==> src/hw/rtl/ffsa_pkg.sv <==
// Shared types and codes for the first-fit segment allocator.
package ffsa_pkg;

  // Request type codes
  localparam logic [1:0] REQ_ALLOC  = 2'd0;
  localparam logic [1:0] REQ_FREE   = 2'd1;
  localparam logic [1:0] REQ_LOOKUP = 2'd2;

  // Fixed field widths
  localparam int unsigned SIZE_W = 13;
  localparam int unsigned SEG_W  = 4;
  localparam int unsigned ADDR_W = 12;

  // Result status codes
  typedef enum logic [1:0] {
    STATUS_OK       = 2'd0,
    STATUS_NO_SLOT  = 2'd1,
    STATUS_NO_SPACE = 2'd2,
    STATUS_UNOWNED  = 2'd3
  } status_e;

  // Sequencer states, one-hot
  typedef enum logic [3:0] {
    S_IDLE = 4'b0001,
    S_SCAN = 4'b0010,
    S_EVAL = 4'b0100,
    S_HOLD = 4'b1000
  } state_e;

endpackage

==> src/hw/rtl/first_fit_segment_allocator_top.sv <==
// First-fit segment allocator: descriptor table, slot scanner and request sequencer.
// Free, unknown and out-of-heap lookup: the sequencer goes straight to hold, then loads the output.
// Lookup: one scan of all slots, then evaluate, then a load of the output register.
// Allocate: 1 to 2*SLOT_COUNT-1 passes, each a scan of all slots at one slot compare per cycle
// plus evaluate, then a load of the output register. Ready returns together with the loaded result,
// and a full output register holds the sequencer. Reset clears all busy marks at once.
module first_fit_segment_allocator_top #(
  parameter int unsigned HEAP_BYTES = 4096,
  parameter int unsigned SLOT_COUNT = 16
) (
  input  logic                          clk_i,
  input  logic                          rst_ni,
  input  logic                          in_valid_i,
  output logic                          in_ready_o,
  input  logic [1:0]                    req_type_i,
  input  logic [ffsa_pkg::SIZE_W-1:0]   req_size_i,
  input  logic [ffsa_pkg::SEG_W-1:0]    req_segment_i,
  input  logic [ffsa_pkg::ADDR_W-1:0]   req_address_i,
  output logic                          out_valid_o,
  input  logic                          out_ready_i,
  output logic [1:0]                    status_o,
  output logic [ffsa_pkg::SEG_W-1:0]    segment_slot_o,
  output logic [ffsa_pkg::ADDR_W-1:0]   segment_base_o
);

  localparam int unsigned SW = $clog2(SLOT_COUNT);
  localparam int unsigned PW = $clog2(HEAP_BYTES + 1);
  localparam int unsigned BW = $clog2(HEAP_BYTES);
  localparam int unsigned EW = ((PW > ffsa_pkg::SIZE_W) ? PW : ffsa_pkg::SIZE_W) + 1;
  localparam int unsigned XW = ((SW > ffsa_pkg::SEG_W) ? SW : ffsa_pkg::SEG_W) + 2;
  localparam logic [EW-1:0] HEAP_E = EW'(HEAP_BYTES);
  localparam logic [PW-1:0] HEAP_P = PW'(HEAP_BYTES);
  localparam logic [SW:0]   SLOTS_C = (SW + 1)'(SLOT_COUNT);
  localparam logic [XW-1:0] SLOTS_X = XW'(SLOT_COUNT);

  // Descriptor memories and busy marks; entries of clear slots are ignored
  logic [BW-1:0]              base_mem [SLOT_COUNT];
  logic [ffsa_pkg::SIZE_W-1:0] len_mem [SLOT_COUNT];
  logic [SLOT_COUNT-1:0]      busy_q, busy_d;
  logic [BW-1:0]              rd_base_q;
  logic [ffsa_pkg::SIZE_W-1:0] rd_len_q;
  logic                       mem_we;
  logic [SW-1:0]              mem_waddr;

  // Sequencer and scan state
  ffsa_pkg::state_e state_q, state_d;
  logic                 mode_alloc_q, mode_alloc_d;
  logic [ffsa_pkg::SIZE_W-1:0] size_q, size_d;
  logic [PW-1:0]        pos_q, pos_d;
  logic [SW:0]          scan_idx_q, scan_idx_d;
  logic                 p_valid_q, p_valid_d;
  logic [SW-1:0]        p_idx_q, p_idx_d;
  logic                 cov_found_q, cov_found_d;
  logic [SW-1:0]        cov_slot_q, cov_slot_d;
  logic [PW-1:0]        cov_end_q, cov_end_d;
  logic [BW-1:0]        cov_base_q, cov_base_d;
  logic [PW-1:0]        nb_q, nb_d;
  logic                 free_found_q, free_found_d;
  logic [SW-1:0]        free_slot_q, free_slot_d;
  logic                 start_scan;

  // Pending result and output register
  ffsa_pkg::status_e    res_status_q, res_status_d;
  logic [ffsa_pkg::SEG_W-1:0]  res_slot_q, res_slot_d;
  logic [ffsa_pkg::ADDR_W-1:0] res_base_q, res_base_d;
  logic                 out_valid_q, out_valid_d;
  ffsa_pkg::status_e    out_status_q;
  logic [ffsa_pkg::SEG_W-1:0]  out_slot_q;
  logic [ffsa_pkg::ADDR_W-1:0] out_base_q;
  logic                 out_load;

  // Shared slot compare unit
  logic          slot_busy;
  logic [EW-1:0] base_e, end_e, pos_e;
  logic          hit, above, free_hit;
  logic [PW-1:0] gap;

  assign slot_busy = busy_q[p_idx_q];
  assign base_e    = EW'(rd_base_q);
  assign end_e     = base_e + EW'(rd_len_q);
  assign pos_e     = EW'(pos_q);
  assign hit       = p_valid_q && slot_busy && (base_e <= pos_e) && (end_e > pos_e);
  assign above     = p_valid_q && slot_busy && (base_e > pos_e) && (base_e < EW'(nb_q));
  assign free_hit  = p_valid_q && !slot_busy && !free_found_q;
  assign gap       = nb_q - pos_q;

  assign in_ready_o     = (state_q == ffsa_pkg::S_IDLE);
  assign out_valid_o    = out_valid_q;
  assign status_o       = out_status_q;
  assign segment_slot_o = out_slot_q;
  assign segment_base_o = out_base_q;

  // Sequencer next state
  always_comb begin
    state_d      = state_q;
    mode_alloc_d = mode_alloc_q;
    size_d       = size_q;
    pos_d        = pos_q;
    scan_idx_d   = scan_idx_q;
    p_valid_d    = 1'b0;
    p_idx_d      = p_idx_q;
    cov_found_d  = cov_found_q;
    cov_slot_d   = cov_slot_q;
    cov_end_d    = cov_end_q;
    cov_base_d   = cov_base_q;
    nb_d         = nb_q;
    free_found_d = free_found_q;
    free_slot_d  = free_slot_q;
    busy_d       = busy_q;
    res_status_d = res_status_q;
    res_slot_d   = res_slot_q;
    res_base_d   = res_base_q;
    start_scan   = 1'b0;
    mem_we       = 1'b0;
    mem_waddr    = free_slot_q;
    out_load     = 1'b0;

    unique case (state_q)
      ffsa_pkg::S_IDLE: begin
        if (in_valid_i) begin
          res_status_d = ffsa_pkg::STATUS_OK;
          res_slot_d   = '0;
          res_base_d   = '0;
          size_d       = req_size_i;
          priority if (req_type_i == ffsa_pkg::REQ_ALLOC) begin
            mode_alloc_d = 1'b1;
            pos_d        = '0;
            start_scan   = 1'b1;
            state_d      = ffsa_pkg::S_SCAN;
          end else if (req_type_i == ffsa_pkg::REQ_LOOKUP) begin
            mode_alloc_d = 1'b0;
            if (EW'(req_address_i) >= HEAP_E) begin
              res_status_d = ffsa_pkg::STATUS_UNOWNED;
              state_d      = ffsa_pkg::S_HOLD;
            end else begin
              pos_d      = PW'(req_address_i);
              start_scan = 1'b1;
              state_d    = ffsa_pkg::S_SCAN;
            end
          end else begin
            // free, or unknown type: status ok, zeros
            if (req_type_i == ffsa_pkg::REQ_FREE &&
                XW'(req_segment_i) < SLOTS_X) begin
              busy_d[SW'(req_segment_i)] = 1'b0;
            end
            state_d = ffsa_pkg::S_HOLD;
          end
        end
      end

      ffsa_pkg::S_SCAN: begin
        // issue next read; evaluate the entry read last cycle
        if (scan_idx_q < SLOTS_C) begin
          p_valid_d  = 1'b1;
          p_idx_d    = scan_idx_q[SW-1:0];
          scan_idx_d = scan_idx_q + 1'b1;
        end else if (!p_valid_q) begin
          state_d = ffsa_pkg::S_EVAL;
        end
        if (hit && !cov_found_q) begin
          cov_found_d = 1'b1;
          cov_slot_d  = p_idx_q;
          cov_end_d   = PW'(end_e);
          cov_base_d  = rd_base_q;
        end
        if (above) begin
          nb_d = PW'(base_e);
        end
        if (free_hit) begin
          free_found_d = 1'b1;
          free_slot_d  = p_idx_q;
        end
      end

      ffsa_pkg::S_EVAL: begin
        state_d = ffsa_pkg::S_HOLD;
        if (!mode_alloc_q) begin
          if (cov_found_q) begin
            res_slot_d = ffsa_pkg::SEG_W'(cov_slot_q);
            res_base_d = ffsa_pkg::ADDR_W'(cov_base_q);
          end else begin
            res_status_d = ffsa_pkg::STATUS_UNOWNED;
          end
        end else if (!free_found_q) begin
          res_status_d = ffsa_pkg::STATUS_NO_SLOT;
        end else if (size_q == '0 || EW'(size_q) > HEAP_E) begin
          res_status_d = ffsa_pkg::STATUS_NO_SPACE;
        end else if (cov_found_q) begin
          // position lies in a busy segment: jump past it
          if (cov_end_q >= HEAP_P) begin
            res_status_d = ffsa_pkg::STATUS_NO_SPACE;
          end else begin
            pos_d      = cov_end_q;
            start_scan = 1'b1;
            state_d    = ffsa_pkg::S_SCAN;
          end
        end else if (EW'(gap) >= EW'(size_q)) begin
          // free run up to the next busy base fits
          mem_we                = 1'b1;
          busy_d[free_slot_q]   = 1'b1;
          res_slot_d            = ffsa_pkg::SEG_W'(free_slot_q);
          res_base_d            = ffsa_pkg::ADDR_W'(pos_q);
        end else if (nb_q >= HEAP_P) begin
          res_status_d = ffsa_pkg::STATUS_NO_SPACE;
        end else begin
          pos_d      = nb_q;
          start_scan = 1'b1;
          state_d    = ffsa_pkg::S_SCAN;
        end
      end

      ffsa_pkg::S_HOLD: begin
        if (!out_valid_q || out_ready_i) begin
          out_load = 1'b1;
          state_d  = ffsa_pkg::S_IDLE;
        end
      end

      default: state_d = ffsa_pkg::S_IDLE;
    endcase

    // clear scan trackers at the start of every pass
    if (start_scan) begin
      scan_idx_d   = '0;
      p_valid_d    = 1'b0;
      cov_found_d  = 1'b0;
      nb_d         = HEAP_P;
      free_found_d = 1'b0;
    end
  end

  // Output register handshake
  always_comb begin
    out_valid_d = out_valid_q;
    if (out_ready_i) begin
      out_valid_d = 1'b0;
    end
    if (out_load) begin
      out_valid_d = 1'b1;
    end
  end

  // Control registers
  always_ff @(posedge clk_i or negedge rst_ni) begin
    if (!rst_ni) begin
      state_q     <= ffsa_pkg::S_IDLE;
      busy_q      <= '0;
      out_valid_q <= 1'b0;
      p_valid_q   <= 1'b0;
      scan_idx_q  <= '0;
    end else begin
      state_q     <= state_d;
      busy_q      <= busy_d;
      out_valid_q <= out_valid_d;
      p_valid_q   <= p_valid_d;
      scan_idx_q  <= scan_idx_d;
    end
  end

  // Datapath registers
  always_ff @(posedge clk_i) begin
    mode_alloc_q <= mode_alloc_d;
    size_q       <= size_d;
    pos_q        <= pos_d;
    p_idx_q      <= p_idx_d;
    cov_found_q  <= cov_found_d;
    cov_slot_q   <= cov_slot_d;
    cov_end_q    <= cov_end_d;
    cov_base_q   <= cov_base_d;
    nb_q         <= nb_d;
    free_found_q <= free_found_d;
    free_slot_q  <= free_slot_d;
    res_status_q <= res_status_d;
    res_slot_q   <= res_slot_d;
    res_base_q   <= res_base_d;
    if (out_load) begin
      out_status_q <= res_status_q;
      out_slot_q   <= res_slot_q;
      out_base_q   <= res_base_q;
    end
  end

  // Descriptor memory: one write port, one registered read port
  always_ff @(posedge clk_i) begin
    if (mem_we) begin
      base_mem[mem_waddr] <= BW'(pos_q);
      len_mem[mem_waddr]  <= size_q;
    end
    rd_base_q <= base_mem[scan_idx_q[SW-1:0]];
    rd_len_q  <= len_mem[scan_idx_q[SW-1:0]];
  end

endmodule

==> config.mk <==
export PLATFORM = sky130hd
export DESIGN_NAME = first_fit_segment_allocator_top
export DESIGN_NICKNAME = d
export VERILOG_FILES = /design/src/hw/rtl/ffsa_pkg.sv /design/src/hw/rtl/first_fit_segment_allocator_top.sv
export SDC_FILE = /design/constraint.sdc
export NUM_CORES = 1
export LEC_CHECK = 0
export BUFFER_PORTS_ARGS = -buffer_cell sky130_fd_sc_hd__buf_2
export CAP_MARGIN = 20
export CORE_MARGIN = 2
export CORE_UTILIZATION = 50
export DETAILED_ROUTE_END_ITERATION = 12
export GPL_TIMING_DRIVEN = 0
export PLACE_DENSITY = 0.66
export RECOVER_POWER = 100
export SLEW_MARGIN = 20
export SYNTH_ARGS = -nofsm -noshare
export SYNTH_HDL_FRONTEND = slang
export SYNTH_SLANG_ARGS = --single-unit
==> constraint.sdc <==
create_clock -name clk_i -period 11.1 [get_ports clk_i]
set_input_delay 1.11 -clock clk_i [delete_from_list [all_inputs] [get_ports clk_i]]
set_output_delay 1.11 -clock clk_i [all_outputs]
set_load 0.02 [all_outputs]
==> reports/results.ini, run 1 <==
[run_status]
outcome=finished with violations
violations=max-capacitance violations, max-slew violations

[power_and_ir_drop]
internal_power_uw=4320
pwr-share-clk_pct=32.6
comb_power_share_pct=22.8
switching_share_pct=28.6
ir_drop_mv=0.140
p_per_area_nw_per_um2=230
seqPwrFrac_pct=44.6
p_sw_uw=1730
p_leak_uw=0.00883

[critical_path]
critPathCaptureType=flip-flop
reg2reg_slack_ns=3.14
path_class=reg -> reg
crit_path_frequent_cell=a21oi_1
cp-start-kind=flip-flop
slowest_delay_ns=1.43
crit_start=pos_q[2]
critPathMaxFanout=18
worstPathRequired_ns=11.31
reg2reg_from=pos_q[2]
critPathArrivalTime_ns=8.18
crit_chain=inv_1 > ha_1 > nor2b_1 > o31a_1 > o211ai_1 > a21oi_1 > a2111oi_0 > a21oi_1 > xnor2_1 > ha_1 > nand3_1 > nor3_1 > a21oi_1 > nor3_1 > nand3b_1 > nor2_1 > clkbuf_1
critPathSlowestCell=nor2_1

[floorplan]
initial_utilization_pct=50.3
dieWidth_um=220
dieArea_sq_um=48300
die_y_um=220
rows=79
coreArea_sq_um=46300
pin_count=55

[yosys]
yosysMostFrequentCell=edfxtp_1
synth_area_leaders=edfxtp_1 65%, mux4_2 13%, ha_1 4.0%
synth_seq_area_share_pct=70.9
synth_edf_count=500
synth-async-reset-ratio_pct=4.76
syn-num-nets=1387
yosys_warnings=0
ys_ff_latch=567
synth_ff_type=edfxtp_1
syn_avg_cell_area_sq_um=18.2
synth_top_area_share_pct=64.5
ys_types=60
synth_common_cells=500 x edfxtp_1, 130 x mux4_2, 80 x nor2_1
syn_area_sq_um=23300
syn_inst=1276
yosysTopAreaCell=edfxtp_1

[clock_tree]
cts_tree=built
htree_levels=2
clock_latency_ns=0.61
holdBufCountCts=0
cts_max_path_buffers=3
post_cts_buffers=0
cts_root_buffer=clkbuf_16
clk_pin_slew_worst_paths_ns=0.06
cts_buffers=57
clkSinkCount=567
post_cts_resized=0

[final_layout]
drive_gt1_share_pct=18.2
finish.instance_area_sq_um=26300
fillCellCount=3534
nNetsFinal=1526
area_growth_pct=13.0

[sta]
hold_viol_final=0
tns_ns=0
relSlewSlack_pct=-18.4
tightest_slew_ns=1.77
min_period_over_period_pct=71.7
setup_viol=0
fin_crit_ns=7.96
max_freq_mhz=126
rsz0062_at_grt=no
fin_worst_skew_ns=0.0245
drv_slew=191

[global_routing]
overflow=0
grt_use_total_pct=22.7
antenna_found_initial=0
grt_pass1_vias=12300
grt_pass1_wl_um=78400
grt_max_degree=28

[worst_hold_path]
worstHoldStart=res_slot_q[0]
hold_class=reg -> reg

[routing]
via_per_inst=5.87
routed_wl_um=53000
via_count=12200
drtAntennaViolNets=0
wl_per_cell_um=25.6
drt_iter0_markers=1014
firstDrtPassIters=5
drc=0

[place]
dp_hpwl_um=36600
dpl_cell_area_sq_um=25000
routabilityCongestion=0.883
portBuffers=54

[job]
max-cap-violations=11

cells in the final DEF, fill, tap and decap left out, types with 20 or more instances in the layout:
| cell type | n |
|---|---|
| o21ai_0 | 51 |
| dfrtp_1 | 26 |
| xnor2_1 | 20 |
| nand3_1 | 27 |
| inv_1 | 53 |
| a21oi_1 | 35 |
| ha_1 | 74 |
| edfxtp_1 | 500 |
| nor2_1 | 80 |
| buf_2 | 38 |
| clkbuf_16 | 57 |
| nand2_1 | 23 |
| clkbuf_1 | 90 |
| mux2i_1 | 42 |
| mux4_2 | 130 |
| dfxtp_1 | 40 |
final timing paths:
check / end / depth (start not counted)
max: base_mem[6][0] / 17
min: segment_slot_o[0] / 0
max reg2reg: base_mem[6][0] / 17
min reg2reg: segment_slot_o[0] / 0
max in group asynchronous: state_q[2] / 1
min in group asynchronous: busy_q[1] / 1
cell families after synthesis:
logic type               synth area share, %
multiplexers                            14.4
adder cells (fa/ha/maj)                 4.15
XOR/XNOR                               0.941
AO/OA/AOI/OAI                           3.74
buffers and inverters                   1.62
flip-flops                              70.9
AND/OR/NAND/NOR                         4.30
state kept, by name, indices dropped and copies added, names as in the netlist, 5 cells and up:
| signal | count |
|---|---|
| cov_end_q | 13 |
| rd_base_q | 12 |
| nb_q | 13 |
| busy_q | 16 |
| rd_len_q | 13 |
| pos_q | 13 |
| scan_idx_q | 5 |
| size_q | 13 |
| base_mem | 192 |
| len_mem | 208 |
| res_base_q | 12 |
| cov_base_q | 12 |
| segment_base_o | 12 |
critical path, delay by kind of cell, from the launching register on:
family          cells  cell delay (ns)
simple gates        6             3.11
compound gates      6             1.72
buf+inv             2             1.12
flops               1             0.74
fa+ha+maj           2             0.69
xor+xnor            1             0.17
power by group through the flow:
stage	sequential (uW)	clock, uW	combinational, uW
finish	2700	1970	1380
global route	2710	2090	1510
CTS	2700	2000	1390
detailed placement	2740	0	1390
global placement	2730	0	1350
floorplan	2640	0	1020
per-layer routing:
metal  routed length (um)  up-vias  track usage [%]
li1                     -     5384                -
met1                22600     6312             31.4
met2                26000      387             37.0
met3                 3110       78             3.95
met4                 1300        0             6.91
met5                    0        -                0
stage by stage:
stage	power [uW]	util, %	cells	hold WS, ns	setup slack (ns)
finish	6050	56.8	2072	0.421	3.14
global route	6310	56.8	2071	0.433	2.48
CTS	6090	58.2	2070	0.420	5.07
detailed placement	4130	54.0	1962	0.406	5.07
global placement	4080	52.5	1937	0.401	3.00
floorplan	3660	-	1276	0.400	4.83
layout make-up:
type                    count  area (sq um)  share of cell area (%)
clock inverters            35           397                    1.51
plain buffers              43           175                   0.666
inverters                  53           199                   0.757
multi-input cells         613          6370                    24.2
flip-flops and latches    567         16500                    62.7
well taps                 607           759                    2.89
clock buffers              73          1550                    5.88
repair buffers             80           348                    1.32
diodes                      1          2.50                 0.00952
Power figures use the tool's default switching activity.
==> inputs of run 2 (changes only) <==
--- a/config.mk
+++ b/config.mk
@@ -5,6 +5,7 @@
 export SDC_FILE = /design/constraint.sdc
 export NUM_CORES = 1
 export LEC_CHECK = 0
+export ABC_AREA = 1
 export BUFFER_PORTS_ARGS = -buffer_cell sky130_fd_sc_hd__buf_2
 export CAP_MARGIN = 20
 export CORE_MARGIN = 2
==> constraint.sdc (replaced) <==
create_clock -name clk_i -period 7.7 [get_ports clk_i]
set_input_delay 0.77 -clock clk_i [delete_from_list [all_inputs] [get_ports clk_i]]
set_output_delay 0.77 -clock clk_i [all_outputs]
set_load 0.02 [all_outputs]
==> reports/results.ini, run 2 <==
[floorplan]
die_y_um=226  ; +2.7%
initial_utilization_pct=50.4  ; +0.063 points
dieArea_sq_um=50900  ; +5.4%
dieWidth_um=226  ; +2.7%
rows=81  ; +2.5%
coreArea_sq_um=48700  ; +5.4%
pin_count=55  ; unchanged

[final_layout]
area_growth_pct=12.0
final_cell_mix=500 x edfxtp_1, 313 x nor2_1, 248 x nand2_1
largest_reg_flops=208  ; unchanged
insertedDiodeCount=0  ; -1
final_util_pct=56.4  ; -0.41 points
layout_commonest_cell=edfxtp_1
top_register=len_mem
nNetsFinal=2308  ; +51%
drive_gt1_share_pct=6.55  ; -12 points
finish.instance_area_sq_um=27500  ; +4.6%
reg_top3=len_mem: 208 flops, base_mem: 192 flops, busy_q: 16 flops

[critical_path]
critPathSlowestCell=clkbuf_1
path_class=reg -> reg
reg2reg_to=len_mem[13][1]
rr_worst_depth=18  ; +1
reg2reg_slack_ns=1.20  ; -1.93 ns
critPathMaxFanout=20  ; +2
reg2reg_from=pos_q[0]
slowest_delay_ns=0.99  ; -0.44 ns
critPathCaptureType=flip-flop
worstPathRequired_ns=7.95  ; -3.36 ns
critPathArrivalTime_ns=6.75  ; -1.43 ns
crit_chain=ha_1 > fa_1 > nor4_1 > nor2_1 > o21ai_0 > a21o_1 > nand2_1 > nand2_1 > inv_1 > ha_1 > nand2_1 > nor3_1 > nand2_1 > nand3_1 > nand2_1 > clkbuf_1 > nor2_1 > clkbuf_1
critPathTopFamily=simple AND/OR/NAND/NOR gates
crit_buf_inv=3  ; +1
crit_path_frequent_cell=nand2_1
cp-start-kind=flip-flop

[yosys]
yosys.area_share.simple_pct=12.1  ; +7.8 points
syn-num-nets=2177  ; +57%
syn_avg_cell_area_sq_um=11.9  ; -35%
ys_ff_latch=567  ; unchanged
synth-async-reset-ratio_pct=4.76  ; unchanged
synth_area_leaders=edfxtp_1 61%, nor2_1 4.7%, nand2_1 3.8%
synth_seq_area_share_pct=67.2  ; -3.7 points
synth_top_family_by_area=simple AND/OR/NAND/NOR gates
syn_area_sq_um=24600  ; +5.5%
synthXorXnorAreaFrac_pct=0.749  ; -0.19 points
ys_types=49  ; -18%
yosysTopAreaCell=edfxtp_1
yosysMostFrequentCell=edfxtp_1
synth_compound_gate_area_share_pct=10.5  ; +6.7 points
yosys_warnings=0  ; unchanged
synth_adder_area_share_pct=3.93  ; -0.22 points
synth_edf_count=500  ; unchanged
synth_ff_type=edfxtp_1
synth_top_area_share_pct=61.1  ; -3.4 points
synth_common_cells=500 x edfxtp_1, 310 x nor2_1, 247 x nand2_1
synthMuxAreaShare_pct=1.67  ; -13 points
syn_inst=2066  ; +62%

[routing]
drtAntennaViolNets=0  ; unchanged
routed_wl_um=67400  ; +27%
drt_iter0_markers=1847  ; +82%
via_per_inst=5.79  ; -1.3%
via_count=16900  ; +39%
wl_per_cell_um=23.2  ; -9.4%
firstDrtPassIters=6  ; +1
drc=0  ; unchanged

[clock_tree]
cts_root_buffer=clkbuf_16
cts_max_path_buffers=3  ; unchanged
cts_tree=built
clk_pin_slew_worst_paths_ns=0.06  ; about the same
clock_latency_ns=0.64  ; +0.03 ns
htree_levels=2  ; unchanged
clkSinkCount=567  ; unchanged
post_cts_resized=0  ; unchanged
cts_buffers=57  ; unchanged
holdBufCountCts=0  ; unchanged
post_cts_buffers=0  ; unchanged

[power_and_ir_drop]
ir_drop_mv=0.204  ; +46%
pwr-share-clk_pct=27.9  ; -4.7 points
internal_power_uw=6290  ; +46%
p_leak_uw=0.00985  ; +12%
p_per_area_nw_per_um2=363  ; +58%
seqPwrFrac_pct=40.7  ; -3.9 points
power_uw=9980  ; +65%
p_sw_uw=3680  ; +110%
comb_power_share_pct=31.4  ; +8.6 points
switching_share_pct=36.9  ; +8.3 points

[sta]
min_period_over_period_pct=84.4  ; +13 points
hold_viol_final=0  ; unchanged
relSlewSlack_pct=-29.5  ; -11 points
fin_crit_ns=6.50  ; -1.47 ns
fin_worst_skew_ns=0.0259  ; +0.00148 ns
drv_slew=182  ; -4.7%
rsz0062_at_grt=no
tns_ns=0  ; unchanged
setup_viol=0  ; unchanged
fin_hold_ws_ns=0.305  ; -0.116 ns
tightest_slew_ns=1.94  ; +0.165 ns
max_freq_mhz=154  ; +23%

[global_routing]
grt_pass1_vias=16500  ; +34%
antenna_found_initial=1  ; +1
overflow=0  ; unchanged
grt_use_total_pct=26.8  ; +4.1 points
grt_pass1_wl_um=101000  ; +28%
grt_max_degree=30  ; +7.1%

[place]
dp_hpwl_um=46400  ; +27%
portBuffers=54  ; unchanged
dpl_cell_area_sq_um=26200  ; +4.8%
routabilityCongestion=0.927  ; +4.9%

[run_status]
violations=max-capacitance violations, max-slew violations
outcome=finished with violations

[job]
max-cap-violations=9  ; -2

[worst_hold_path]
worstHoldStart=req_size_i[3]
hold_class=in -> reg
hold_depth=1  ; +1
worstHoldEndpoint=size_q[3]

-- run 2: cell types whose count changed after synthesis, sizes merged, moves of 40 or more --
cell    before  now
nand2       23  252
a21oi       35   84
o32ai        1   59
nor2        80  315
o21ai       54  181
inv         53  140
nand3       27  116
mux4       130    0
o221ai       1   41
-- run 2: worst max-delay path by stage --
stage	startpoint	to	slack (ns)	cells after the start
after floorplan	pos_q[0]	base_mem[11][0]	2.48	16
after global placement	pos_q[0]	len_mem[11][8]	0.08	16
after detailed placement	pos_q[0]	len_mem[12][8]	2.03	18
after CTS	pos_q[0]	base_mem[12][2]	2.06	18
after global routing	pos_q[0]	len_mem[13][7]	0.90	18
final	pos_q[0]	len_mem[13][1]	1.20	18
-- run 2: layer usage --
metal | vias up | wire length (um) | global-route usage (%)
met3 | 139 | 5730 | 4.97
li1 | 7749 | - | -
met2 | 785 | 31100 | 43.1
met1 | 8177 | 28100 | 36.5
met4 | 2 | 2470 | 10.4
met5 | - | 13 | 0
-- run 2: logic make-up (layout without fill, tap and decap cells) --
family	Yosys count	after routing
and+or+nand+nor	716	716
AOI/OAI and AO/OA	406	406
xor gates and xnor gates	21	21
adders and majority gates	76	76
buffers and inverters	239	418
DFF	567	567
muxes	41	41
-- run 2: power groups by stage --
stage               logic [uW]  registers [uW]  clock network, uW
finish                    3140            4060               2780
global route              3460            4080               2920
CTS                       3130            4060               2800
detailed placement        3110            4120                  0
global placement          3050            4110                  0
floorplan                 2110            3930                  0
-- run 2: cell type report --
| cell class | instances | area, sq um |
|---|---|---|
| Buffer | 96 | 390 |
| Tap cell | 664 | 831 |
| Clock inverter | 31 | 354 |
| Inverter | 143 | 537 |
| Clock buffer | 76 | 1520 |
| Fill cell | 4058 | 21200 |
| Multi-Input combinational cell | 1260 | 7040 |
| Sequential cell | 567 | 16500 |
| Timing Repair Buffer | 72 | 334 |
-- run 2: stage by stage --
| stage | setup slack [ns] | instances |
|---|---|---|
| 3_3_place_gp | 0.0827 | 2784 |
| 4_1_cts | 2.06 | 2909 |
| 5_1_grt | 0.895 | 2909 |
| 3_5_place_dp | 2.03 | 2802 |
| 2_1_floorplan | 2.48 | 2066 |
| 6_report | 1.20 | 2909 |
==> inputs of run 3 (changes only) <==
==> constraint.sdc (replaced) <==
create_clock -name clk_i -period 6.35 [get_ports clk_i]
set_input_delay 0.635 -clock clk_i [delete_from_list [all_inputs] [get_ports clk_i]]
set_output_delay 0.635 -clock clk_i [all_outputs]
set_load 0.02 [all_outputs]
==> reports/results.ini, run 3 (synthesized netlist as in run 2, its figures left out) <==
[critical_path]
critPathMaxFanout=20  ; unchanged
reg2reg_slack_ns=0.46  ; -0.74 ns
reg2reg_to=len_mem[12][4]
path_class=reg -> reg
reg2reg_from=pos_q[0]
slowest_delay_ns=1.00  ; about the same
critPathCaptureType=flip-flop
crit_chain=ha_1 > fa_1 > nor4_1 > nor2_1 > o21ai_0 > a21o_1 > nand2_1 > nand2_1 > inv_1 > ha_1 > nand2_1 > nor3_1 > nand2_1 > nand3_1 > nand2_1 > buf_2 > nor2_1 > buf_16
critPathSlowestCell=nor2_1
critPathArrivalTime_ns=6.23  ; -0.52 ns
rr_worst_depth=18  ; unchanged
worstPathRequired_ns=6.69  ; -1.26 ns
cp-start-kind=flip-flop
crit_path_frequent_cell=nand2_1

[global_routing]
grt_pass1_wl_um=101000  ; unchanged
overflow=0  ; unchanged
grt_pass1_vias=16500  ; unchanged
grt_max_degree=30  ; unchanged
antenna_found_initial=1  ; unchanged
grt_use_total_pct=26.8  ; unchanged

[job]
max-cap-violations=2  ; -7

[floorplan]
coreArea_sq_um=48700  ; unchanged
rows=81  ; unchanged
pin_count=55  ; unchanged
dieWidth_um=226  ; unchanged
initial_utilization_pct=50.4  ; unchanged
dieArea_sq_um=50900  ; unchanged
die_y_um=226  ; unchanged

[clock_tree]
clkSinkCount=567  ; unchanged
post_cts_resized=0  ; unchanged
post_cts_buffers=0  ; unchanged
clk_pin_slew_worst_paths_ns=0.06  ; about the same
cts_root_buffer=clkbuf_16
clock_latency_ns=0.64  ; about the same
htree_levels=2  ; unchanged
cts_buffers=57  ; unchanged
holdBufCountCts=0  ; unchanged
cts_max_path_buffers=3  ; unchanged
cts_tree=built

[sta]
tightest_slew_ns=1.98  ; +0.0416 ns
rsz0062_at_grt=no
max_freq_mhz=170  ; +10%
fin_crit_ns=5.89  ; -0.607 ns
drv_slew=43  ; -76%
setup_viol=0  ; unchanged
relSlewSlack_pct=-32.3  ; -2.8 points
fin_hold_ws_ns=0.170  ; -0.135 ns
hold_viol_final=0  ; unchanged
min_period_over_period_pct=92.7  ; +8.4 points
fin_worst_skew_ns=0.0261  ; +0.000202 ns

[routing]
drt_iter0_markers=1906  ; +3.2%
via_per_inst=5.80  ; +0.20%
firstDrtPassIters=5  ; -1
drtAntennaViolNets=0  ; unchanged
drc=0  ; unchanged
routed_wl_um=67300  ; about the same
via_count=16900  ; +0.20%
wl_per_cell_um=23.1  ; about the same

[final_layout]
insertedDiodeCount=0  ; unchanged
multiInputGateArea_sq_um=7040  ; about the same
drive_gt1_share_pct=7.35  ; +0.80 points
final_cell_mix=500 x edfxtp_1, 312 x nor2_1, 248 x nand2_1
regArea_sq_um=16500  ; unchanged
area_growth_pct=12.8
final_cells=2909  ; unchanged
reg_top3=len_mem: 208 flops, base_mem: 192 flops, busy_q: 16 flops
nNetsFinal=2308  ; unchanged
fillCellCount=4025  ; -0.81%
finish.instance_area_sq_um=27700  ; +0.71%
largest_reg_flops=208  ; unchanged
top_register=len_mem
layout_commonest_cell=edfxtp_1

[worst_hold_path]
hold_class=in -> reg
hold_depth=1  ; unchanged
worstHoldEndpoint=size_q[3]
worstHoldStart=req_size_i[3]

[place]
dpl_cell_area_sq_um=26200  ; unchanged
dp.cells=2802  ; unchanged
portBuffers=54  ; unchanged
routabilityCongestion=0.927  ; unchanged
dp_hpwl_um=46400  ; unchanged

[run_status]
violations=max-capacitance violations, max-slew violations
outcome=finished with violations

[power_and_ir_drop]
p_leak_uw=0.00997  ; +1.3%
p_per_area_nw_per_um2=437  ; +20%
ir_drop_mv=0.246  ; +21%

==> run 3: critical path: cells and delay by family, from the launching register on <==
kind	cells	cell delay (ns)
simple gates	10	2.47
fa+ha+maj	3	1.20
flops	1	0.83
buf+inv	3	0.54
compound gates	2	0.51
==> run 3: per-stage QoR <==
stage                     TNS (ns)  utilization (%)  total power [uW]  worst slack, ns
after floorplan                  0                -              7330             1.13
after global placement     -110.37             52.6              8670            -1.27
after detailed placement         0             53.7              8770            0.678
after CTS                        0             57.5             12100            0.711
after global routing             0             56.8             12700            0.215
final                            0             56.8             12100            0.460
==> run 3: how the worst max path moves through the flow <==
stage / depth (start not counted) / startpoint / slack, ns / end
2_1_floorplan: 16 / pos_q[0] / 1.13 / base_mem[11][0]
3_3_place_gp: 16 / pos_q[0] / -1.27 / len_mem[11][8]
5_1_grt: 18 / pos_q[0] / 0.21 / len_mem[0][7]
3_5_place_dp: 18 / pos_q[0] / 0.68 / len_mem[12][8]
4_1_cts: 18 / pos_q[0] / 0.71 / base_mem[12][2]
6_report: 18 / pos_q[0] / 0.46 / len_mem[12][4]
==> run 3: layout make-up <==
type,count,share of cell area (%)
Sequential cell,567,59.6
Multi-Input combinational cell,1260,25.4
Clock buffer,76,5.49
Tap cell,664,3.00
Inverter,143,1.94
Timing Repair Buffer,72,1.89
Buffer,96,1.41
Clock inverter,31,1.28
==> run 3: power breakdown <==
part           internal [uW]  switching, uW  leakage, uW
Sequential              4500            427      0.00521
Combinational           1200           2600      0.00386
Clock                   1930           1430     0.000901
Total                   7630           4460      0.00997
==> run 3: layer usage <==
layer	track usage (%)	part of all wire, %
met4	10.4	3.8
met3	4.97	8.6
met2	43.1	46
met5	0	0.019
met1	36.5	42
